File: config.mk
export PLATFORM = sky130hd
export DESIGN_NAME = tlcd_queue
export DESIGN_NICKNAME = d
export VERILOG_FILES = /design/src/sv/tlcd_pkg.sv /design/src/sv/tlcd_queue.sv
export SDC_FILE = /design/constraint.sdc
export NUM_CORES = 1
export LEC_CHECK = 0
export ABC_CLOCK_PERIOD_IN_PS = 2400
export BUFFER_PORTS_ARGS = -buffer_cell sky130_fd_sc_hd__clkbuf_2
export CAP_MARGIN = 10
export CORE_ASPECT_RATIO = 0.9
export CORE_MARGIN = 2
export CORE_UTILIZATION = 50
export CTS_CLUSTER_DIAMETER = 80
export CTS_CLUSTER_SIZE = 25
export DETAILED_ROUTE_END_ITERATION = 6
export PLACE_DENSITY_LB_ADDON = 0.1
export REMOVE_ABC_BUFFERS = 1
export SYNTH_ARGS = -nofsm -noshare
export SYNTH_HDL_FRONTEND = slang
export SYNTH_SLANG_ARGS = --single-unit
File: constraint.sdc
create_clock -name clock -period 2.4 [get_ports clock]
set_input_delay 0.12 -clock clock [delete_from_list [all_inputs] [get_ports clock]]
set_output_delay 0.12 -clock clock [all_outputs]
set_load 0.005 [all_outputs]
File: src/sv/tlcd_pkg.sv
`default_nettype none
// ----------------------------------------------------------------------------
// tlcd_pkg
// Shared types and constants of the text terminal for a page-addressed LCD.
// ----------------------------------------------------------------------------
package tlcd_pkg;

   // defaults of the top-level parameters
   localparam int DEF_TEXT_LINES     = 8;
   localparam int DEF_CHARS_PER_LINE = 16;

   // field widths
   localparam int OP_W     = 2;
   localparam int CODE_W   = 8;
   localparam int COORD_W  = 8;
   localparam int FONT_AW  = 11;
   localparam int BYTE_W   = 8;
   localparam int LINE_W   = 4;
   localparam int CHAR_W   = 5;
   localparam int COLPIX_W = 7;
   localparam int STEP_W   = 4;

   localparam int FONT_DEPTH  = 1280;
   localparam int QUEUE_DEPTH = 4;

   // operation codes
   localparam logic [OP_W-1:0] OP_PUT  = 2'd0;
   localparam logic [OP_W-1:0] OP_GOTO = 2'd1;
   localparam logic [OP_W-1:0] OP_LOAD = 2'd2;

   // special characters
   localparam logic [CODE_W-1:0] CODE_NEWLINE = 8'd13;
   localparam logic [CODE_W-1:0] CODE_RETURN  = 8'd10;

   // controller commands
   localparam logic [BYTE_W-1:0] CMD_PAGE   = 8'hb0;
   localparam logic [BYTE_W-1:0] CMD_COL_HI = 8'h10;
   localparam logic [BYTE_W-1:0] CMD_COL_LO = 8'h00;
   localparam logic [BYTE_W-1:0] BLANK_COL  = 8'h00;

   localparam int CELL_WIDTH = 6;
   localparam int GLYPH_COLS = 5;

   // back-end sequence steps
   localparam logic [STEP_W-1:0] STEP_PAGE        = 4'd0;
   localparam logic [STEP_W-1:0] STEP_COL_HI      = 4'd1;
   localparam logic [STEP_W-1:0] STEP_COL_LO      = 4'd2;
   localparam logic [STEP_W-1:0] STEP_GLYPH       = 4'd3;
   localparam logic [STEP_W-1:0] STEP_GLYPH_LAST  = 4'd7;
   localparam logic [STEP_W-1:0] STEP_BLANK       = 4'd8;

   typedef enum logic [1:0] {
      KIND_HOME,
      KIND_GLYPH,
      KIND_WRAP,
      KIND_LOAD
   } tlcd_kind_type;

   typedef enum logic {
      ST_IDLE,
      ST_RUN
   } tlcd_state_type;

   // one classified job from the front end
   typedef struct packed {
      tlcd_kind_type         kind;
      logic [LINE_W-1:0]     page;
      logic [COLPIX_W-1:0]   colpix;
      logic [FONT_AW-1:0]    addr;
      logic [BYTE_W-1:0]     data;
   } tlcd_entry_type;

   // one output byte on its way to the result register
   typedef struct packed {
      logic                is_data;
      logic [BYTE_W-1:0]   out_byte;
      logic                use_ram;
      logic                last;
   } tlcd_beat_type;

endpackage
`default_nettype wire

File: src/sv/tlcd_queue.sv
`default_nettype none
// ----------------------------------------------------------------------------
// tlcd_queue
// Short job queue between the front end and the back-end sequencer.
// ----------------------------------------------------------------------------
module tlcd_queue (
   input  wire logic                     clock,
   input  wire logic                     reset,
   input  wire logic                     push_valid,
   input  wire tlcd_pkg::tlcd_entry_type push_data,
   output logic                          full,
   input  wire logic                     pop,
   output logic                          pop_valid,
   output tlcd_pkg::tlcd_entry_type      pop_data
);
   import tlcd_pkg::*;

   localparam int PTR_W = $clog2(QUEUE_DEPTH);
   localparam int CNT_W = PTR_W + 1;

   tlcd_entry_type     slot_ff [QUEUE_DEPTH];
   logic [PTR_W-1:0]   wr_ptr_ff, wr_ptr_in;
   logic [PTR_W-1:0]   rd_ptr_ff, rd_ptr_in;
   logic [CNT_W-1:0]   count_ff, count_in;
   logic               do_push;
   logic               do_pop;

   assign full      = (count_ff == CNT_W'(QUEUE_DEPTH));
   assign pop_valid = (count_ff != '0);
   assign pop_data  = slot_ff[rd_ptr_ff];
   assign do_push   = push_valid && !full;
   assign do_pop    = pop && pop_valid;

   always_comb begin
      wr_ptr_in = do_push ? wr_ptr_ff + PTR_W'(1) : wr_ptr_ff;
      rd_ptr_in = do_pop  ? rd_ptr_ff + PTR_W'(1) : rd_ptr_ff;
      count_in  = count_ff;
      if (do_push && !do_pop) begin
         count_in = count_ff + CNT_W'(1);
      end else if (do_pop && !do_push) begin
         count_in = count_ff - CNT_W'(1);
      end
   end

   always_ff @(posedge clock) begin
      if (reset) begin
         wr_ptr_ff <= '0;
         rd_ptr_ff <= '0;
         count_ff  <= '0;
      end else begin
         wr_ptr_ff <= wr_ptr_in;
         rd_ptr_ff <= rd_ptr_in;
         count_ff  <= count_in;
      end
   end

   always_ff @(posedge clock) begin
      if (do_push) begin
         slot_ff[wr_ptr_ff] <= push_data;
      end
   end

endmodule
`default_nettype wire

==> results.yml <==
setup_path:
  cpPeakStageDelay_ns: 0.60
  crit_type: "reg2out"
  required_ns: 2.28
  cp-start-kind: "register"
  worstPathCellList: "buf_12 -> mux4_1 -> clkbuf_2"
  r2r_setup_slack_ns: 0.37
  reg2reg_to: "count_ff[2]"
  arrival_ns: 1.94
  slowest_stage: "dfxtp_2"
  ff2ff_path_depth: 7
  end_kind: "output pin"
  worstReg2RegStart: "count_ff[1]"
  cp_max_fo: 16
clocking:
  clk_root_buffer_cell: "clkbuf_16"
  htreeDepth: 4
  clk_pin_slew_ns: 0.05
  cts_resized: 0
  cts.sinks: 137
  clk_latency_ns: 0.41
  cts_made_buffers: 17
  cts_tree: "built"
  clockBufferDepth: 2
finish:
  layout_commonest_cell: "edfxtp_1"
  nFillCells: 682
  final_cell_mix: "128 x edfxtp_1, 69 x clkbuf_2, 33 x dlygate4sd3_1, 30 x mux4_2, 17 x clkbuf_16"
  drive_gt1_share_pct: 42.8
  diodes: 0
  multi_input_area_sq_um: 1010
  layout.nets: 382
  final_cell_area_sq_um: 6580
  regArea_sq_um: 4030
  area_growth_pct: 28.2
die:
  coreArea_sq_um: 10100
  pin_count: 70
  initial_core_util_pct: 50.7
  fp.dieW_microns: 111
  dieArea_sq_um: 11100
  fp.dieH_microns: 100
  fp-row-count: 35
job:
  maxCapViolCount: 0
synth:
  syn_avg_cell_area_sq_um: 23.9
  synth_top_area_share_pct: 74.9
  netlist_area_sq_um: 5130
  ys_ff_latch: 137
  synth.area.top_cells: "edfxtp_1 75%, mux4_2 13%, dfxtp_1 3.5%"
  synth_cell_types: 22
  synth_cells: 215
  yosys_warnings: 0
  synth_seq_area_share_pct: 78.4
  yosysTopAreaCell: "edfxtp_1"
place:
  finalWeightedCongestion: 0.684
  dpl.hpwl_microns: 5210
  place_ws_ns: 0.364
  place_area_sq_um: 5670
  portBuffers: 69
pwr:
  leakage_nw: 2.32
  peakVddDrop_mv: 0.634
  p_total_mw: 6.88
  powerDensity_nw_per_um2: 1050
detailed_routing:
  finalWirelength_microns: 8520
  drc: 0
  first_pass_iters: 4
  drt_iter0_drc: 72
  ant_nets: 0
  drt-wirelength-per-cell_microns: 17.7
  viasPerCell: 5.09
  vias: 2454
sta:
  min_period_over_period_pct: 86.0
  maxSlewViolCount: 0
  period_needed_ns: 2.06
  setup-violations-final: 0
  fin_tns_setup_ns: 0
  fmax_mhz: 484
  tightest_slew_ns: 0.529
  rsz0062_at_grt: "no"
  fin_ws_ns: 0.335
  hold_viol_final: 0
  slew_headroom_pct: 64.7
  finClkSkew_ns: 0.00714
global_route:
  antenna_found_initial: 0
  grt_pass1_vias: 2620
  grt_overflow: 0
  grt_usage_pct: 16.9
  grt_max_degree: 29
  grt_pass1_wl_microns: 13600
hold_path:
  min_to: "wr_ptr_ff[0]"
  hp-class: "in2reg"
  worstHoldStart: "push_valid"
  holdPathStages: 4
outcome:
  status: "completed"
worst max-delay path by stage:
stage / to / slack, ns / depth (start not counted)
after floorplan: pop_data[17] / 0.14 / 1
after global placement: count_ff[2] / 0.39 / 7
after detailed placement: count_ff[2] / 0.36 / 7
after CTS: pop_data[26] / 0.27 / 3
after global routing: count_ff[2] / 0.17 / 7
final: pop_data[26] / 0.34 / 3
registers in the layout (all words and copies together) (netlist names), named ones only:
signal and count:
wr_ptr_ff 2, count_ff 3, rd_ptr_ff 2, slot_ff 128
area by class of cell:
class | count | area share [%]
clock inverters | 15 | 2.34
multi-input cells | 66 | 15.3
repair buffers | 114 | 12.0
well taps | 129 | 2.45
flip-flops and latches | 137 | 61.2
clock buffers | 17 | 6.46
inverters | 4 | 0.228
critical path, delay by kind of cell, from the launching register on:
family,cells,cell delay (ns)
buf+inv,2,0.37
flops,1,0.60
mux,1,0.56
synth_stat cells:
| master | instances |
|---|---|
| edfxtp_1 | 128 |
| mux4_2 | 30 |
| dfxtp_1 | 9 |
| nor2_1 | 6 |
| ha_1 | 5 |
| and2_1 | 4 |
| inv_1 | 4 |
| xor2_1 | 4 |
| buf_12 | 3 |
| buf_2 | 3 |
| or3_1 | 3 |
| a21oi_1 | 2 |
| mux2i_1 | 2 |
| mux4_1 | 2 |
| nand2b_1 | 2 |
| o21ai_0 | 2 |
| buf_6 | 1 |
| clkbuf_1 | 1 |
| fa_1 | 1 |
| nor3b_4 | 1 |
| o311ai_1 | 1 |
| o31ai_2 | 1 |
stage by stage:
| step | cells | hold WS [ns] | util, % |
|---|---|---|---|
| after floorplan | 207 | 0.189 | - |
| after global placement | 417 | 0.339 | 56.1 |
| after detailed placement | 417 | 0.343 | 56.1 |
| after CTS | 482 | 0.0425 | 65.1 |
| after global routing | 482 | 0.0641 | 65.1 |
| final | 482 | 0.0579 | 65.1 |
report_power, final:
part	internal [mW]	total [mW]	switching [mW]
combinational	0.776	1.35	0.575
sequential	2.88	3.04	0.164
clock	1.52	2.49	0.966
total	5.18	6.88	1.70
cell families after synthesis:
family	Yosys count	share of synthesized area, %
AOI/OAI and AO/OA	6	0.804
xor gates and xnor gates	4	0.682
adders and majority gates	6	1.61
buffers and inverters	12	2.05
DFF	137	78.4
muxes	34	14.6
and+or+nand+nor	16	1.90
layer usage:
layer | vias to the layer above | track usage, % | wire [microns]
li1 | 1153 | - | -
met1 | 1234 | 20.7 | 3730
met2 | 59 | 27.1 | 4250
met3 | 8 | 6.94 | 421
met4 | 0 | 6.92 | 115
met5 | - | 0 | 0
timing repair:
action	in CTS	in global routing
setup buffers	0	0
setup endpoints to repair	0	0
hold endpoints to repair	135	0
hold buffers	33	0
No activity file was read; power rests on OpenSTA's default activity.
