`src/sv/tlcd_pkg.sv`:
```
`default_nettype none
// ----------------------------------------------------------------------------
// tlcd_pkg
// Shared types and constants of the text terminal for a page-addressed LCD.
// ----------------------------------------------------------------------------
package tlcd_pkg;

   // defaults of the top-level parameters
   localparam int DEF_TEXT_LINES     = 8;
   localparam int DEF_CHARS_PER_LINE = 16;

   // field widths
   localparam int OP_W     = 2;
   localparam int CODE_W   = 8;
   localparam int COORD_W  = 8;
   localparam int FONT_AW  = 11;
   localparam int BYTE_W   = 8;
   localparam int LINE_W   = 4;
   localparam int CHAR_W   = 5;
   localparam int COLPIX_W = 7;
   localparam int STEP_W   = 4;

   localparam int FONT_DEPTH  = 1280;
   localparam int QUEUE_DEPTH = 4;

   // operation codes
   localparam logic [OP_W-1:0] OP_PUT  = 2'd0;
   localparam logic [OP_W-1:0] OP_GOTO = 2'd1;
   localparam logic [OP_W-1:0] OP_LOAD = 2'd2;

   // special characters
   localparam logic [CODE_W-1:0] CODE_NEWLINE = 8'd13;
   localparam logic [CODE_W-1:0] CODE_RETURN  = 8'd10;

   // controller commands
   localparam logic [BYTE_W-1:0] CMD_PAGE   = 8'hb0;
   localparam logic [BYTE_W-1:0] CMD_COL_HI = 8'h10;
   localparam logic [BYTE_W-1:0] CMD_COL_LO = 8'h00;
   localparam logic [BYTE_W-1:0] BLANK_COL  = 8'h00;

   localparam int CELL_WIDTH = 6;
   localparam int GLYPH_COLS = 5;

   // back-end sequence steps
   localparam logic [STEP_W-1:0] STEP_PAGE        = 4'd0;
   localparam logic [STEP_W-1:0] STEP_COL_HI      = 4'd1;
   localparam logic [STEP_W-1:0] STEP_COL_LO      = 4'd2;
   localparam logic [STEP_W-1:0] STEP_GLYPH       = 4'd3;
   localparam logic [STEP_W-1:0] STEP_GLYPH_LAST  = 4'd7;
   localparam logic [STEP_W-1:0] STEP_BLANK       = 4'd8;

   typedef enum logic [1:0] {
      KIND_HOME,
      KIND_GLYPH,
      KIND_WRAP,
      KIND_LOAD
   } tlcd_kind_type;

   typedef enum logic {
      ST_IDLE,
      ST_RUN
   } tlcd_state_type;

   // one classified job from the front end
   typedef struct packed {
      tlcd_kind_type         kind;
      logic [LINE_W-1:0]     page;
      logic [COLPIX_W-1:0]   colpix;
      logic [FONT_AW-1:0]    addr;
      logic [BYTE_W-1:0]     data;
   } tlcd_entry_type;

   // one output byte on its way to the result register
   typedef struct packed {
      logic                is_data;
      logic [BYTE_W-1:0]   out_byte;
      logic                use_ram;
      logic                last;
   } tlcd_beat_type;

endpackage
`default_nettype wire

```
`src/sv/tlcd_front.sv`:
```
`default_nettype none
// ----------------------------------------------------------------------------
// tlcd_front
// Accepts operations, keeps the line and character cursors and turns each
// operation into at most one queued job for the back end.
// ----------------------------------------------------------------------------
module tlcd_front #(
   parameter int TEXT_LINES     = tlcd_pkg::DEF_TEXT_LINES,
   parameter int CHARS_PER_LINE = tlcd_pkg::DEF_CHARS_PER_LINE
) (
   input  wire logic                          clock,
   input  wire logic                          reset,
   input  wire logic                          req_valid,
   output logic                               req_ready,
   input  wire logic [tlcd_pkg::OP_W-1:0]     req_op,
   input  wire logic [tlcd_pkg::CODE_W-1:0]   req_char_code,
   input  wire logic [tlcd_pkg::COORD_W-1:0]  req_goto_col,
   input  wire logic [tlcd_pkg::COORD_W-1:0]  req_goto_row,
   input  wire logic [tlcd_pkg::FONT_AW-1:0]  req_font_addr,
   input  wire logic [tlcd_pkg::BYTE_W-1:0]   req_font_byte,
   output logic                               push_valid,
   output tlcd_pkg::tlcd_entry_type           push_data,
   input  wire logic                          queue_full
);
   import tlcd_pkg::*;

   logic [LINE_W-1:0]   line_cursor_ff, line_cursor_in;
   logic [CHAR_W-1:0]   char_cursor_ff, char_cursor_in;
   logic                accept;
   logic [LINE_W-1:0]   line_next;
   logic [CHAR_W-1:0]   col_clamped;
   logic [LINE_W-1:0]   row_clamped;
   logic [FONT_AW-1:0]  glyph_base;

   assign req_ready = !queue_full;
   assign accept    = req_valid && req_ready;

   always_comb begin
      // line advance with wrap
      if (({1'b0, line_cursor_ff} + 5'd1) >= 5'(TEXT_LINES)) begin
         line_next = '0;
      end else begin
         line_next = line_cursor_ff + LINE_W'(1);
      end
      col_clamped = (req_goto_col > COORD_W'(CHARS_PER_LINE - 1)) ? '0
                                                                   : CHAR_W'(req_goto_col);
      row_clamped = (req_goto_row > COORD_W'(TEXT_LINES - 1)) ? '0
                                                              : LINE_W'(req_goto_row);
      // code * 5
      glyph_base = {1'b0, req_char_code, 2'b00} + {3'b000, req_char_code};
   end

   always_comb begin
      line_cursor_in   = line_cursor_ff;
      char_cursor_in   = char_cursor_ff;
      push_valid       = 1'b0;
      push_data.kind   = KIND_HOME;
      push_data.page   = line_cursor_ff;
      push_data.colpix = '0;
      push_data.addr   = glyph_base;
      push_data.data   = req_font_byte;
      if (accept) begin
         unique case (req_op)
            OP_PUT: begin
               push_valid = 1'b1;
               if (req_char_code == CODE_NEWLINE) begin
                  line_cursor_in = line_next;
                  char_cursor_in = '0;
                  push_data.page = line_next;
               end else if (req_char_code == CODE_RETURN) begin
                  char_cursor_in = '0;
               end else if (char_cursor_ff < CHAR_W'(CHARS_PER_LINE)) begin
                  char_cursor_in = char_cursor_ff + CHAR_W'(1);
                  push_data.kind = KIND_GLYPH;
               end else begin
                  line_cursor_in = line_next;
                  char_cursor_in = CHAR_W'(1);
                  push_data.kind = KIND_WRAP;
                  push_data.page = line_next;
               end
            end
            OP_GOTO: begin
               push_valid       = 1'b1;
               line_cursor_in   = row_clamped;
               char_cursor_in   = col_clamped;
               push_data.page   = row_clamped;
               push_data.colpix = COLPIX_W'(col_clamped) * COLPIX_W'(CELL_WIDTH);
            end
            OP_LOAD: begin
               push_valid     = (req_font_addr < FONT_AW'(FONT_DEPTH));
               push_data.kind = KIND_LOAD;
               push_data.addr = req_font_addr;
            end
            default: begin
               push_valid = 1'b0;
            end
         endcase
      end
   end

   always_ff @(posedge clock) begin
      if (reset) begin
         line_cursor_ff <= '0;
         char_cursor_ff <= '0;
      end else begin
         line_cursor_ff <= line_cursor_in;
         char_cursor_ff <= char_cursor_in;
      end
   end

   a_char_in_range: assert property (@(posedge clock) disable iff (reset)
      char_cursor_ff <= CHAR_W'(CHARS_PER_LINE))
      else $error("char cursor past end of line");

   a_line_in_range: assert property (@(posedge clock) disable iff (reset)
      {1'b0, line_cursor_ff} < 5'(TEXT_LINES))
      else $error("line cursor past last line");

   a_bad_load_dropped: assert property (@(posedge clock) disable iff (reset)
      (accept && req_op == OP_LOAD && req_font_addr >= FONT_AW'(FONT_DEPTH))
      |-> !push_valid)
      else $error("out-of-range font load queued");

endmodule
`default_nettype wire

```
`config.mk`:
```
export PLATFORM = sky130hd
export DESIGN_NAME = tlcd_front
export DESIGN_NICKNAME = d
export VERILOG_FILES = /design/src/sv/tlcd_pkg.sv /design/src/sv/tlcd_front.sv
export SDC_FILE = /design/constraint.sdc
export NUM_CORES = 1
export LEC_CHECK = 0
export BUFFER_PORTS_ARGS = -buffer_cell sky130_fd_sc_hd__buf_2
export CAP_MARGIN = 20
export CORE_UTILIZATION = 35
export DETAILED_ROUTE_END_ITERATION = 8
export MAX_ROUTING_LAYER = met4
export PLACE_DENSITY_LB_ADDON = 0.05
export SYNTH_ARGS = -nofsm -noshare
export SYNTH_HDL_FRONTEND = slang
export SYNTH_SLANG_ARGS = --single-unit
```
`constraint.sdc`:
```
create_clock -name clock -period 2.25 [get_ports clock]
set_input_delay 0.1125 -clock clock [delete_from_list [all_inputs] [get_ports clock]]
set_output_delay 0.1125 -clock clock [all_outputs]
set_load 0.005 [all_outputs]
```
==> results.py <==
metrics = {
    "outcome": {
        "outcome": "completed",
    },
    "floorplan": {
        "fp.dieH_um": 65.4,
        "dieArea_sq_um": 4280,
        "io_pins": 83,
        "num_rows": 22,
        "dieWidth_um": 65.4,
        "core_area_sq_um": 3770,
        "start_util": 0.373,
    },
    "timing": {
        "relSlewSlack": 0.587,
        "fin_crit_sh": 0.908,
        "drv_slew": 0,
        "finalSetupViolations": 0,
        "worst_pin_slew_ps": 615,
        "max_freq_ghz": 0.490,
        "finalHoldViolations": 0,
        "finClkSkew_ps": 5.57,
        "rsz0062_at_grt": "false",
        "layout_setup_ws_ps": 207,
        "setup_tns_ps": 0,
        "min_period_ps": 2040,
    },
    "worst_hold_path": {
        "worstHoldStart": "req_goto_row[0]",
        "hold_end": "line_cursor_ff[0]",
        "min_path_type": "primary input to flip-flop",
        "whs_path_depth": 3,
    },
    "cts": {
        "insertion_delay_ps": 230,
        "cts.path.max_buffers": 2,
        "cts_setup_buffers": 0,
        "clock-root-buffer": "clkbuf_8",
        "cts-resized-gates": 0,
        "cts_hold_buf": 0,
        "htreeDepth": 1,
        "clk_pin_slew_ps": 40,
        "cts_tree": "done",
        "cts.sinks": 9,
        "numCtsBuffers": 3,
    },
    "pwr": {
        "p_int_uw": 392,
        "p_switching_uw": 172,
        "p_per_area_nw_per_um2": 315,
        "swShare": 0.305,
        "seq_power_share": 0.291,
        "peakVddDrop_uv": 176,
        "leakage_uw": 0.000886,
        "p_comb_frac": 0.384,
        "clock_power_share": 0.325,
    },
    "drt": {
        "num_vias": 1558,
        "drt_first_pass_iters": 4,
        "first_iter_violations": 103,
        "drc": 0,
        "wl_per_cell_um": 11.9,
        "wl_mm": 3.63,
        "ant_nets": 0,
        "drt-vias-per-instance": 5.11,
    },
    "yosys": {
        "synthArstFlopShare": 0,
        "yosys.cell_types.count": 41,
        "synth_top_area_share": 0.128,
        "yosysWarnings": 0,
        "synth_edf_count": 0,
        "synth-seq-cells": 9,
        "syn_area_per_cell_sq_um": 7.15,
        "synth_top_area_cell": "dfxtp_1",
        "seq_area_frac_synth": 0.128,
        "synth_area_sq_um": 1410,
        "syn_inst": 197,
        "ys.flop_type": "dfxtp_1",
        "synth_area_leaders": "dfxtp_1 (13%), ha_1 (11%), nor2_1 (5.6%)",
    },
    "placement": {
        "place.gp.congestion": 0.807,
        "dpl.cell_count": 301,
        "dp_slack_ps": 202,
        "postPlaceCellArea_sq_um": 1740,
        "dpl.hpwl_mm": 2.97,
        "port-buffer-count": 65,
    },
    "grt": {
        "antenna_found_initial": 0,
        "grt_pass1_wl_mm": 6.08,
        "grtUsageTotal": 0.179,
        "grt_pass1_vias": 1431,
        "grt_overflow": 0,
        "grt_max_degree": 15,
    },
    "worst_setup_path": {
        "crit_path_end_kind": "primary output",
        "r2r_cells": 5,
        "worstPathArrival_ps": 1930,
        "rrSetupSlack_ps": 780,
        "crit_type": "primary input to primary output",
        "r2r-end": "line_cursor_ff[2]",
        "cp_max_fo": 8,
        "cp-start-kind": "primary input",
        "worstReg2RegStart": "line_cursor_ff[0]",
        "cp.required_ps": 2140,
    },
    "final_layout": {
        "final_cell_mix": "buf_2 (65), nor2_1 (21), nand2_1 (20)",
        "diodes": 0,
        "finalInstanceArea_sq_um": 1790,
        "syn_to_final_growth_pct": 27.1,
        "drive_above_1_share": 0.304,
        "final_common_cell": "buf_2",
        "instances_no_fill": 305,
        "layout.nets": 321,
    },
    "run": {
        "maxCapViolCount": 0,
    },
}
[final cells by class]
class                   count  area [sq um]
multi-input cells         169          1120
flip-flops and latches      9           180
well taps                  48          60.1
inverters                   5          18.8
clock buffers               4          45.0
repair buffers             70           363
fillers                   408          1980
[power groups by stage]
stage / Combinational [uW] / Clock [uW] / Sequential, uW
after floorplan: 133 / 0 / 166
after global placement: 218 / 0 / 167
after detailed placement: 217 / 0 / 167
after CTS: 219 / 192 / 164
after global routing: 246 / 196 / 164
final: 216 / 183 / 164
[metal layers]
metal | track usage | up-vias | part of all wire
li1 | - | 833 | -
met2 | 0.293 | 45 | 0.44
met5 | - | - | 0
met4 | 0.0380 | 0 | 0.0094
met1 | 0.234 | 672 | 0.50
met3 | 0.0243 | 8 | 0.050
[cells in the mapped netlist (3+ instances only)]
library cell  number
ha_1              12
nand3b_1           6
mux2i_1            3
clkbuf_1           6
xor2_1             3
nor4_1             3
a21oi_1           11
nand3_1            5
inv_1              5
nand2_1           20
a31oi_1            3
xnor2_1            3
and2_1             6
nor2b_1            5
dfxtp_1            9
a211o_1            3
nor3_1             4
nor3b_1            3
and3_1             5
nor2_1            21
o21ai_0           15
a32oi_1            3
a21o_1             4
buf_4              9
a211oi_1           7
nand2b_1           4
[worst max-delay path: stages]
cell      delay, ps
buf_2           140
or4b_4          540
o31ai_2         570
a21boi_0        310
o31ai_1         120
buf_2           140
[worst max-delay path by stage]
| stage | startpoint | endpoint | slack [ps] | cells after the start |
|---|---|---|---|---|
| 6_report | req_char_code[6] | push_data[28] | 210 | 6 |
| 5_1_grt | req_char_code[0] | push_data[16] | 20 | 9 |
| 4_1_cts | req_char_code[6] | push_data[28] | 200 | 6 |
| 3_5_place_dp | req_char_code[6] | push_data[28] | 200 | 6 |
| 3_3_place_gp | req_char_code[6] | push_data[28] | 250 | 6 |
| 2_1_floorplan | req_goto_col[7] | push_data[24] | 500 | 7 |
[flip-flops by register name (all words and copies together) (netlist names)]
name            count
line_cursor_ff      4
char_cursor_ff      5
[per-stage QoR]
stage	hold slack, ps	power (uW)	utilization
CTS	137	575	0.474
global route	145	606	0.474
detailed placement	225	384	0.463
finish	137	563	0.474
global placement	225	385	0.463
floorplan	252	299	-
[logic make-up after synthesis]
| group | synth area share |
|---|---|
| AOI/OAI and AO/OA | 0.271 |
| xor gates and xnor gates | 0.0373 |
| DFF | 0.128 |
| other | 0.00266 |
| muxes | 0.0213 |
| and+or+nand+nor | 0.327 |
| buffers and inverters | 0.0773 |
| adders and majority gates | 0.135 |
No activity file was read; power rests on OpenSTA's default activity.
