<file path="src/sv/tlcd_pkg.sv">
`default_nettype none
// ----------------------------------------------------------------------------
// tlcd_pkg
// Shared types and constants of the text terminal for a page-addressed LCD.
// ----------------------------------------------------------------------------
package tlcd_pkg;

   // defaults of the top-level parameters
   localparam int DEF_TEXT_LINES     = 8;
   localparam int DEF_CHARS_PER_LINE = 16;

   // field widths
   localparam int OP_W     = 2;
   localparam int CODE_W   = 8;
   localparam int COORD_W  = 8;
   localparam int FONT_AW  = 11;
   localparam int BYTE_W   = 8;
   localparam int LINE_W   = 4;
   localparam int CHAR_W   = 5;
   localparam int COLPIX_W = 7;
   localparam int STEP_W   = 4;

   localparam int FONT_DEPTH  = 1280;
   localparam int QUEUE_DEPTH = 4;

   // operation codes
   localparam logic [OP_W-1:0] OP_PUT  = 2'd0;
   localparam logic [OP_W-1:0] OP_GOTO = 2'd1;
   localparam logic [OP_W-1:0] OP_LOAD = 2'd2;

   // special characters
   localparam logic [CODE_W-1:0] CODE_NEWLINE = 8'd13;
   localparam logic [CODE_W-1:0] CODE_RETURN  = 8'd10;

   // controller commands
   localparam logic [BYTE_W-1:0] CMD_PAGE   = 8'hb0;
   localparam logic [BYTE_W-1:0] CMD_COL_HI = 8'h10;
   localparam logic [BYTE_W-1:0] CMD_COL_LO = 8'h00;
   localparam logic [BYTE_W-1:0] BLANK_COL  = 8'h00;

   localparam int CELL_WIDTH = 6;
   localparam int GLYPH_COLS = 5;

   // back-end sequence steps
   localparam logic [STEP_W-1:0] STEP_PAGE        = 4'd0;
   localparam logic [STEP_W-1:0] STEP_COL_HI      = 4'd1;
   localparam logic [STEP_W-1:0] STEP_COL_LO      = 4'd2;
   localparam logic [STEP_W-1:0] STEP_GLYPH       = 4'd3;
   localparam logic [STEP_W-1:0] STEP_GLYPH_LAST  = 4'd7;
   localparam logic [STEP_W-1:0] STEP_BLANK       = 4'd8;

   typedef enum logic [1:0] {
      KIND_HOME,
      KIND_GLYPH,
      KIND_WRAP,
      KIND_LOAD
   } tlcd_kind_type;

   typedef enum logic {
      ST_IDLE,
      ST_RUN
   } tlcd_state_type;

   // one classified job from the front end
   typedef struct packed {
      tlcd_kind_type         kind;
      logic [LINE_W-1:0]     page;
      logic [COLPIX_W-1:0]   colpix;
      logic [FONT_AW-1:0]    addr;
      logic [BYTE_W-1:0]     data;
   } tlcd_entry_type;

   // one output byte on its way to the result register
   typedef struct packed {
      logic                is_data;
      logic [BYTE_W-1:0]   out_byte;
      logic                use_ram;
      logic                last;
   } tlcd_beat_type;

endpackage
`default_nettype wire

</file>
<file path="src/sv/tlcd_back.sv">
`default_nettype none
// ----------------------------------------------------------------------------
// tlcd_back
// Sequencer that expands queued jobs into command and data bytes, reads the
// font memory, writes the font loads into it and holds the result register.
// ----------------------------------------------------------------------------
module tlcd_back (
   input  wire logic                          clock,
   input  wire logic                          reset,
   input  wire logic                          job_valid,
   input  wire tlcd_pkg::tlcd_entry_type      job_data,
   output logic                               job_pop,
   output logic                               ram_wr_en,
   output logic [tlcd_pkg::FONT_AW-1:0]       ram_wr_addr,
   output logic [tlcd_pkg::BYTE_W-1:0]        ram_wr_data,
   output logic                               ram_rd_en,
   output logic [tlcd_pkg::FONT_AW-1:0]       ram_rd_addr,
   input  wire logic [tlcd_pkg::BYTE_W-1:0]   ram_rd_data,
   output logic                               rsp_valid,
   input  wire logic                          rsp_ready,
   output logic                               rsp_is_data,
   output logic [tlcd_pkg::BYTE_W-1:0]        rsp_out_byte,
   output logic                               rsp_last
);
   import tlcd_pkg::*;

   tlcd_state_type      state_ff, state_in;
   tlcd_entry_type      cur_ff;
   logic [STEP_W-1:0]   step_ff, step_in;
   tlcd_beat_type       s1_ff, beat;
   logic                s1_valid_ff, s1_valid_in;
   logic                rsp_valid_ff;
   logic                rsp_is_data_ff;
   logic [BYTE_W-1:0]   rsp_byte_ff;
   logic                rsp_last_ff;
   logic                out_load;
   logic                s1_free;
   logic                issue;
   logic                at_end;
   logic [STEP_W-1:0]   end_step;
   logic [STEP_W-1:0]   start_step;
   logic                start_job;

   assign out_load  = s1_valid_ff && (!rsp_valid_ff || rsp_ready);
   assign s1_free   = !s1_valid_ff || out_load;
   assign issue     = (state_ff == ST_RUN) && s1_free;
   assign end_step  = (cur_ff.kind == KIND_HOME) ? STEP_COL_LO : STEP_BLANK;
   assign at_end    = (step_ff == end_step);
   assign start_step = (job_data.kind == KIND_GLYPH) ? STEP_GLYPH : STEP_PAGE;
   assign job_pop   = job_valid && ((state_ff == ST_IDLE) || (issue && at_end));
   assign start_job = job_pop && (job_data.kind != KIND_LOAD);

   // next state
   always_comb begin
      state_in = state_ff;
      unique case (state_ff)
         ST_IDLE: begin
            if (start_job) begin
               state_in = ST_RUN;
            end
         end
         ST_RUN: begin
            if (issue && at_end) begin
               state_in = start_job ? ST_RUN : ST_IDLE;
            end
         end
         default: begin
            state_in = ST_IDLE;
         end
      endcase
   end

   // sequencer outputs
   always_comb begin
      ram_wr_en     = job_pop && (job_data.kind == KIND_LOAD);
      ram_wr_addr   = job_data.addr;
      ram_wr_data   = job_data.data;
      ram_rd_addr   = cur_ff.addr + FONT_AW'(step_ff - STEP_GLYPH);
      ram_rd_en     = 1'b0;
      beat.is_data  = 1'b1;
      beat.out_byte = BLANK_COL;
      beat.use_ram  = 1'b0;
      beat.last     = at_end;
      unique case (step_ff) inside
         STEP_PAGE: begin
            beat.is_data  = 1'b0;
            beat.out_byte = CMD_PAGE + BYTE_W'(cur_ff.page);
         end
         STEP_COL_HI: begin
            beat.is_data  = 1'b0;
            beat.out_byte = CMD_COL_HI + BYTE_W'(cur_ff.colpix[COLPIX_W-1:4]);
         end
         STEP_COL_LO: begin
            beat.is_data  = 1'b0;
            beat.out_byte = CMD_COL_LO + BYTE_W'(cur_ff.colpix[3:0]);
         end
         [STEP_GLYPH:STEP_GLYPH_LAST]: begin
            beat.use_ram = 1'b1;
            ram_rd_en    = issue;
         end
         default: begin
            beat.out_byte = BLANK_COL;
         end
      endcase
   end

   always_comb begin
      step_in = step_ff;
      if (start_job) begin
         step_in = start_step;
      end else if (issue) begin
         step_in = step_ff + STEP_W'(1);
      end
      if (issue) begin
         s1_valid_in = 1'b1;
      end else if (out_load) begin
         s1_valid_in = 1'b0;
      end else begin
         s1_valid_in = s1_valid_ff;
      end
   end

   always_ff @(posedge clock) begin
      if (reset) begin
         state_ff     <= ST_IDLE;
         s1_valid_ff  <= 1'b0;
         rsp_valid_ff <= 1'b0;
      end else begin
         state_ff    <= state_in;
         s1_valid_ff <= s1_valid_in;
         if (out_load) begin
            rsp_valid_ff <= 1'b1;
         end else if (rsp_ready) begin
            rsp_valid_ff <= 1'b0;
         end
      end
   end

   always_ff @(posedge clock) begin
      step_ff <= step_in;
      if (start_job) begin
         cur_ff <= job_data;
      end
      if (issue) begin
         s1_ff <= beat;
      end
      if (out_load) begin
         rsp_is_data_ff <= s1_ff.is_data;
         rsp_byte_ff    <= s1_ff.use_ram ? ram_rd_data : s1_ff.out_byte;
         rsp_last_ff    <= s1_ff.last;
      end
   end

   assign rsp_valid    = rsp_valid_ff;
   assign rsp_is_data  = rsp_is_data_ff;
   assign rsp_out_byte = rsp_byte_ff;
   assign rsp_last     = rsp_last_ff;

   a_step_in_range: assert property (@(posedge clock) disable iff (reset)
      (state_ff == ST_RUN) |-> (step_ff <= STEP_BLANK))
      else $error("sequencer step out of range");

   a_job_starts: assert property (@(posedge clock) disable iff (reset)
      start_job |=> (state_ff == ST_RUN))
      else $error("popped job did not start");

   a_font_beat_is_data: assert property (@(posedge clock) disable iff (reset)
      (s1_valid_ff && s1_ff.use_ram) |-> s1_ff.is_data)
      else $error("font byte marked as command");

endmodule
`default_nettype wire

</file>
<file path="config.mk">
export PLATFORM = sky130hd
export DESIGN_NAME = tlcd_back
export DESIGN_NICKNAME = d
export VERILOG_FILES = /design/src/sv/tlcd_pkg.sv /design/src/sv/tlcd_back.sv
export SDC_FILE = /design/constraint.sdc
export NUM_CORES = 1
export LEC_CHECK = 0
export ABC_AREA = 1
export BUFFER_PORTS_ARGS = -buffer_cell sky130_fd_sc_hd__buf_2
export CORE_MARGIN = 3
export CORE_UTILIZATION = 45
export DETAILED_ROUTE_END_ITERATION = 8
export PLACE_DENSITY = 0.78
export SETUP_SLACK_MARGIN = 0.1
export SKIP_LAST_GASP = 1
export SLEW_MARGIN = 30
export SYNTH_ARGS = -nofsm -noshare
export SYNTH_HDL_FRONTEND = slang
export SYNTH_SLANG_ARGS = --single-unit
</file>
<file path="constraint.sdc">
create_clock -name clock -period 2.7 [get_ports clock]
set_clock_uncertainty 0.2 [all_clocks]
set_input_delay 0.135 -clock clock [delete_from_list [all_inputs] [get_ports clock]]
set_output_delay 0.135 -clock clock [all_outputs]
set_load 0.01 [all_outputs]
</file>
==> metrics.txt <==
outcome=finished with violations; failing checks=negative hold slack, negative setup slack; PortBufs=71; Synth Net Count=326; total CTS buffers=5; TritonCTS clock tree=yes; cell taking the most area after synthesis=edfxtp_1; unrepaired setup endpoints after global routing=yes; Most used DFF post-synth=edfxtp_1; DR pass1 iterations=4; post-synthesis adder-cell area fraction=7.33%; kind of start point of the critical path=flip-flop; worst hold path class=in -> reg; Final min period=2770 ps; Post-Place Cells=393; hpwl dp=3740 um; FF-to-FF path depth=8; CTS Buffer Depth=2; vias per cell=4.95; vias in the first global route=2224; critical path capture point type=output port; Simple-Gate Fraction of Synth Area=18.1%; Final Wtd Congestion=0.850; IO Pins=88; final worst slack=-65.6 ps; 1st-iter DRT viols=146; final hold slack=-11.8 ps; CTS Root Cell=clkbuf_8; top cells by area, synth=edfxtp_1 (53%), nand2_1 (10%), ha_1 (6.6%); maximum VDD drop=0.000400 V; reg2reg setup slack=610 ps; Antenna diodes=0; global-route wire length before repair=9990 um; Finish-stage setup viols=2; Rel. slew slack=75.6%; Core ar.=5610 um2; routed len/inst=16.0 um; Seq cells post-synth=50; # clock sinks=50; Mapped Area=2660 um2; power density cells=693 nW/um2; GRT overflow=0; synthesis warning total=0; compound-cell area share of the yosys netlist=4.04%; Power, Total=2.69 mW; Final Hold Fails=2; Max Slew Vio Count=0; main combinational cell family by area after synthesis=simple AND/OR/NAND/NOR gates; worst r2r src=step_ff[0]; Layout Area Growth over Synthesis=45.7%; fin crit share=102%; Final Util=69.2%; synth unique cells=27; initial antenna violation count=0; CP Max Fanout=6; Data arrival, critical path=2430 ps; DRC viols=0; Mapped Avg Cell Area=9.97 um2; H-tree levels=2; effective utilization at floorplan=47.5%; worst skew pair latency=310 ps; routed vias=2253; maximum capacitance violations=0; Max Clk Rate=0.362 GHz; Total Nets Final=441; layout cells sized above 1=41.3%; Die Ht=82.9 um; Post-synth EDFFs=47; Leakage=1.81 nW; Least-Margin Pin Slew=365 ps; WS Path Type=reg -> out; Hold Path Origin=rsp_ready; Total GRT Usage=17.8%; largest net degree at the start of global routing=17; Critical Path RT=2370 ps; antenna-violating nets left=0; WHS Endpoint=s1_valid_ff; Async S/R FF share, synth=0%; Reg clk slew, reported paths=100 ps; top-area cell type share of the netlist area=53.0%; Mapped Cells=267; Final Instance Count excl. Fillers=455; multiplexer share of the synthesized area=0%; num rows=27; DRT Wirelength=7260 um; Seq/Total Area, Yosys=55.3%; die area=6870 um2; worst hold path cell count=4; post-synthesis xor/xnor area fraction=3.62%; RR Endpoint=cur_ff[11]; Chip Width=82.9 um
## layout by cell type, fill, tap and decap left out, types with 2 or more instances in the layout
| master | instances |
|---|---|
| dlygate4sd3_1 | 34 |
| xor2_2 | 2 |
| nand2_2 | 8 |
| inv_4 | 2 |
| a21oi_2 | 4 |
| o21ai_2 | 3 |
| dfxtp_1 | 3 |
| edfxtp_1 | 47 |
| buf_2 | 71 |
| xor2_1 | 8 |
| ha_1 | 4 |
| inv_1 | 36 |
| inv_2 | 4 |
| nor2_1 | 5 |
| nor2_4 | 4 |
| nor2_2 | 3 |
| clkbuf_8 | 5 |
| ha_4 | 10 |
| nand4_1 | 3 |
| nand2_4 | 5 |
| nand3_1 | 9 |
| nand3_2 | 4 |
| nand3_4 | 2 |
| nand2_1 | 63 |
| a21oi_1 | 7 |
| buf_6 | 5 |
| buf_4 | 18 |
## layer usage
layer / global-route usage [%] / wire, um / up-vias
met5: 0 / 0 / -
met4: 7.58 / 307 / 0
met3: 3.57 / 395 / 34
met2: 32.0 / 3730 / 94
met1: 20.3 / 2830 / 1054
li1: - / - / 1071
## Yosys cell counts, types with 2 or more instances
| master | count |
|---|---|
| edfxtp_1 | 47 |
| nand2_1 | 74 |
| dfxtp_1 | 3 |
| o21bai_1 | 2 |
| nand3_1 | 13 |
| xor2_1 | 10 |
| inv_1 | 42 |
| ha_1 | 14 |
| o21ai_0 | 4 |
| nor2_1 | 10 |
| nand4_1 | 3 |
| buf_4 | 19 |
| nand2_2 | 2 |
| a21oi_1 | 11 |
## cell families after synthesis
logic type                 count (synthesis)
AOI/OAI and AO/OA                         19
xor gates and xnor gates                  11
adders and majority gates                 15
buffers and inverters                     63
DFF                                       50
and+or+nand+nor                          109
## per-stage QoR
step / setup WS [ps] / area, um2 / TNS [ps]
after floorplan: 488 / 2660 / 0
after CTS: 76.0 / 3520 / 0
after detailed placement: 200 / 2980 / 0
final: -65.6 / 3880 / -110
after global routing: -140 / 3880 / -604
after global placement: 267 / 2980 / 0
## critical path: stages (launching register included)
cell and delay (ps):
edfxtp_1 450, buf_6 130, ha_4 150, inv_2 50, nand2_2 100, clkinv_4 140, ha_4 330, inv_2 50
o21ai_2 210, a21oi_1 130, nand2_1 110, xor2_1 140, buf_2 140
## sequential cells by signal (all words and copies together), names as in the netlist
register,flops
cur_ff,24
rsp_is_data,1
state_ff,1
s1_valid_ff,1
rsp_valid,1
rsp_out_byte,8
s1_ff,9
rsp_last,1
step_ff,4
## where the power goes
group / internal [mW] / switching (mW)
clock: 0.183 / 0.260
combinational: 0.571 / 0.692
sequential: 0.933 / 0.0486
## how the worst max path moves through the flow
stage	start	endpoint	cells after the start
CTS	step_ff[0]	ram_rd_addr[6]	11
finish	step_ff[1]	ram_rd_addr[8]	12
global placement	step_ff[0]	ram_rd_addr[9]	11
detailed placement	step_ff[0]	ram_rd_addr[9]	12
global route	step_ff[1]	ram_rd_addr[8]	12
floorplan	step_ff[0]	ram_rd_addr[5]	8
## timing repair
| item | in CTS | in global routing |
|---|---|---|
| setup endpoints to repair | 6 | 8 |
| pin swaps | 2 | 23 |
| hold buffers | 34 | 0 |
| buffers inserted | 9 | 11 |
| cloned | 0 | 0 |
| endpoints found under the hold margin | 35 | 0 |
| resized for setup | 18 | 54 |
## layout make-up
class	instances	area, um2
Fill cell	381	1730
Sequential cell	50	1470
Multi-Input combinational cell	154	1170
Timing Repair Buffer	128	887
Inverter	43	171
Tap cell	72	90.1
Clock buffer	5	68.8
Clock inverter	3	20.0
No activity file was read; power rests on OpenSTA's default activity.
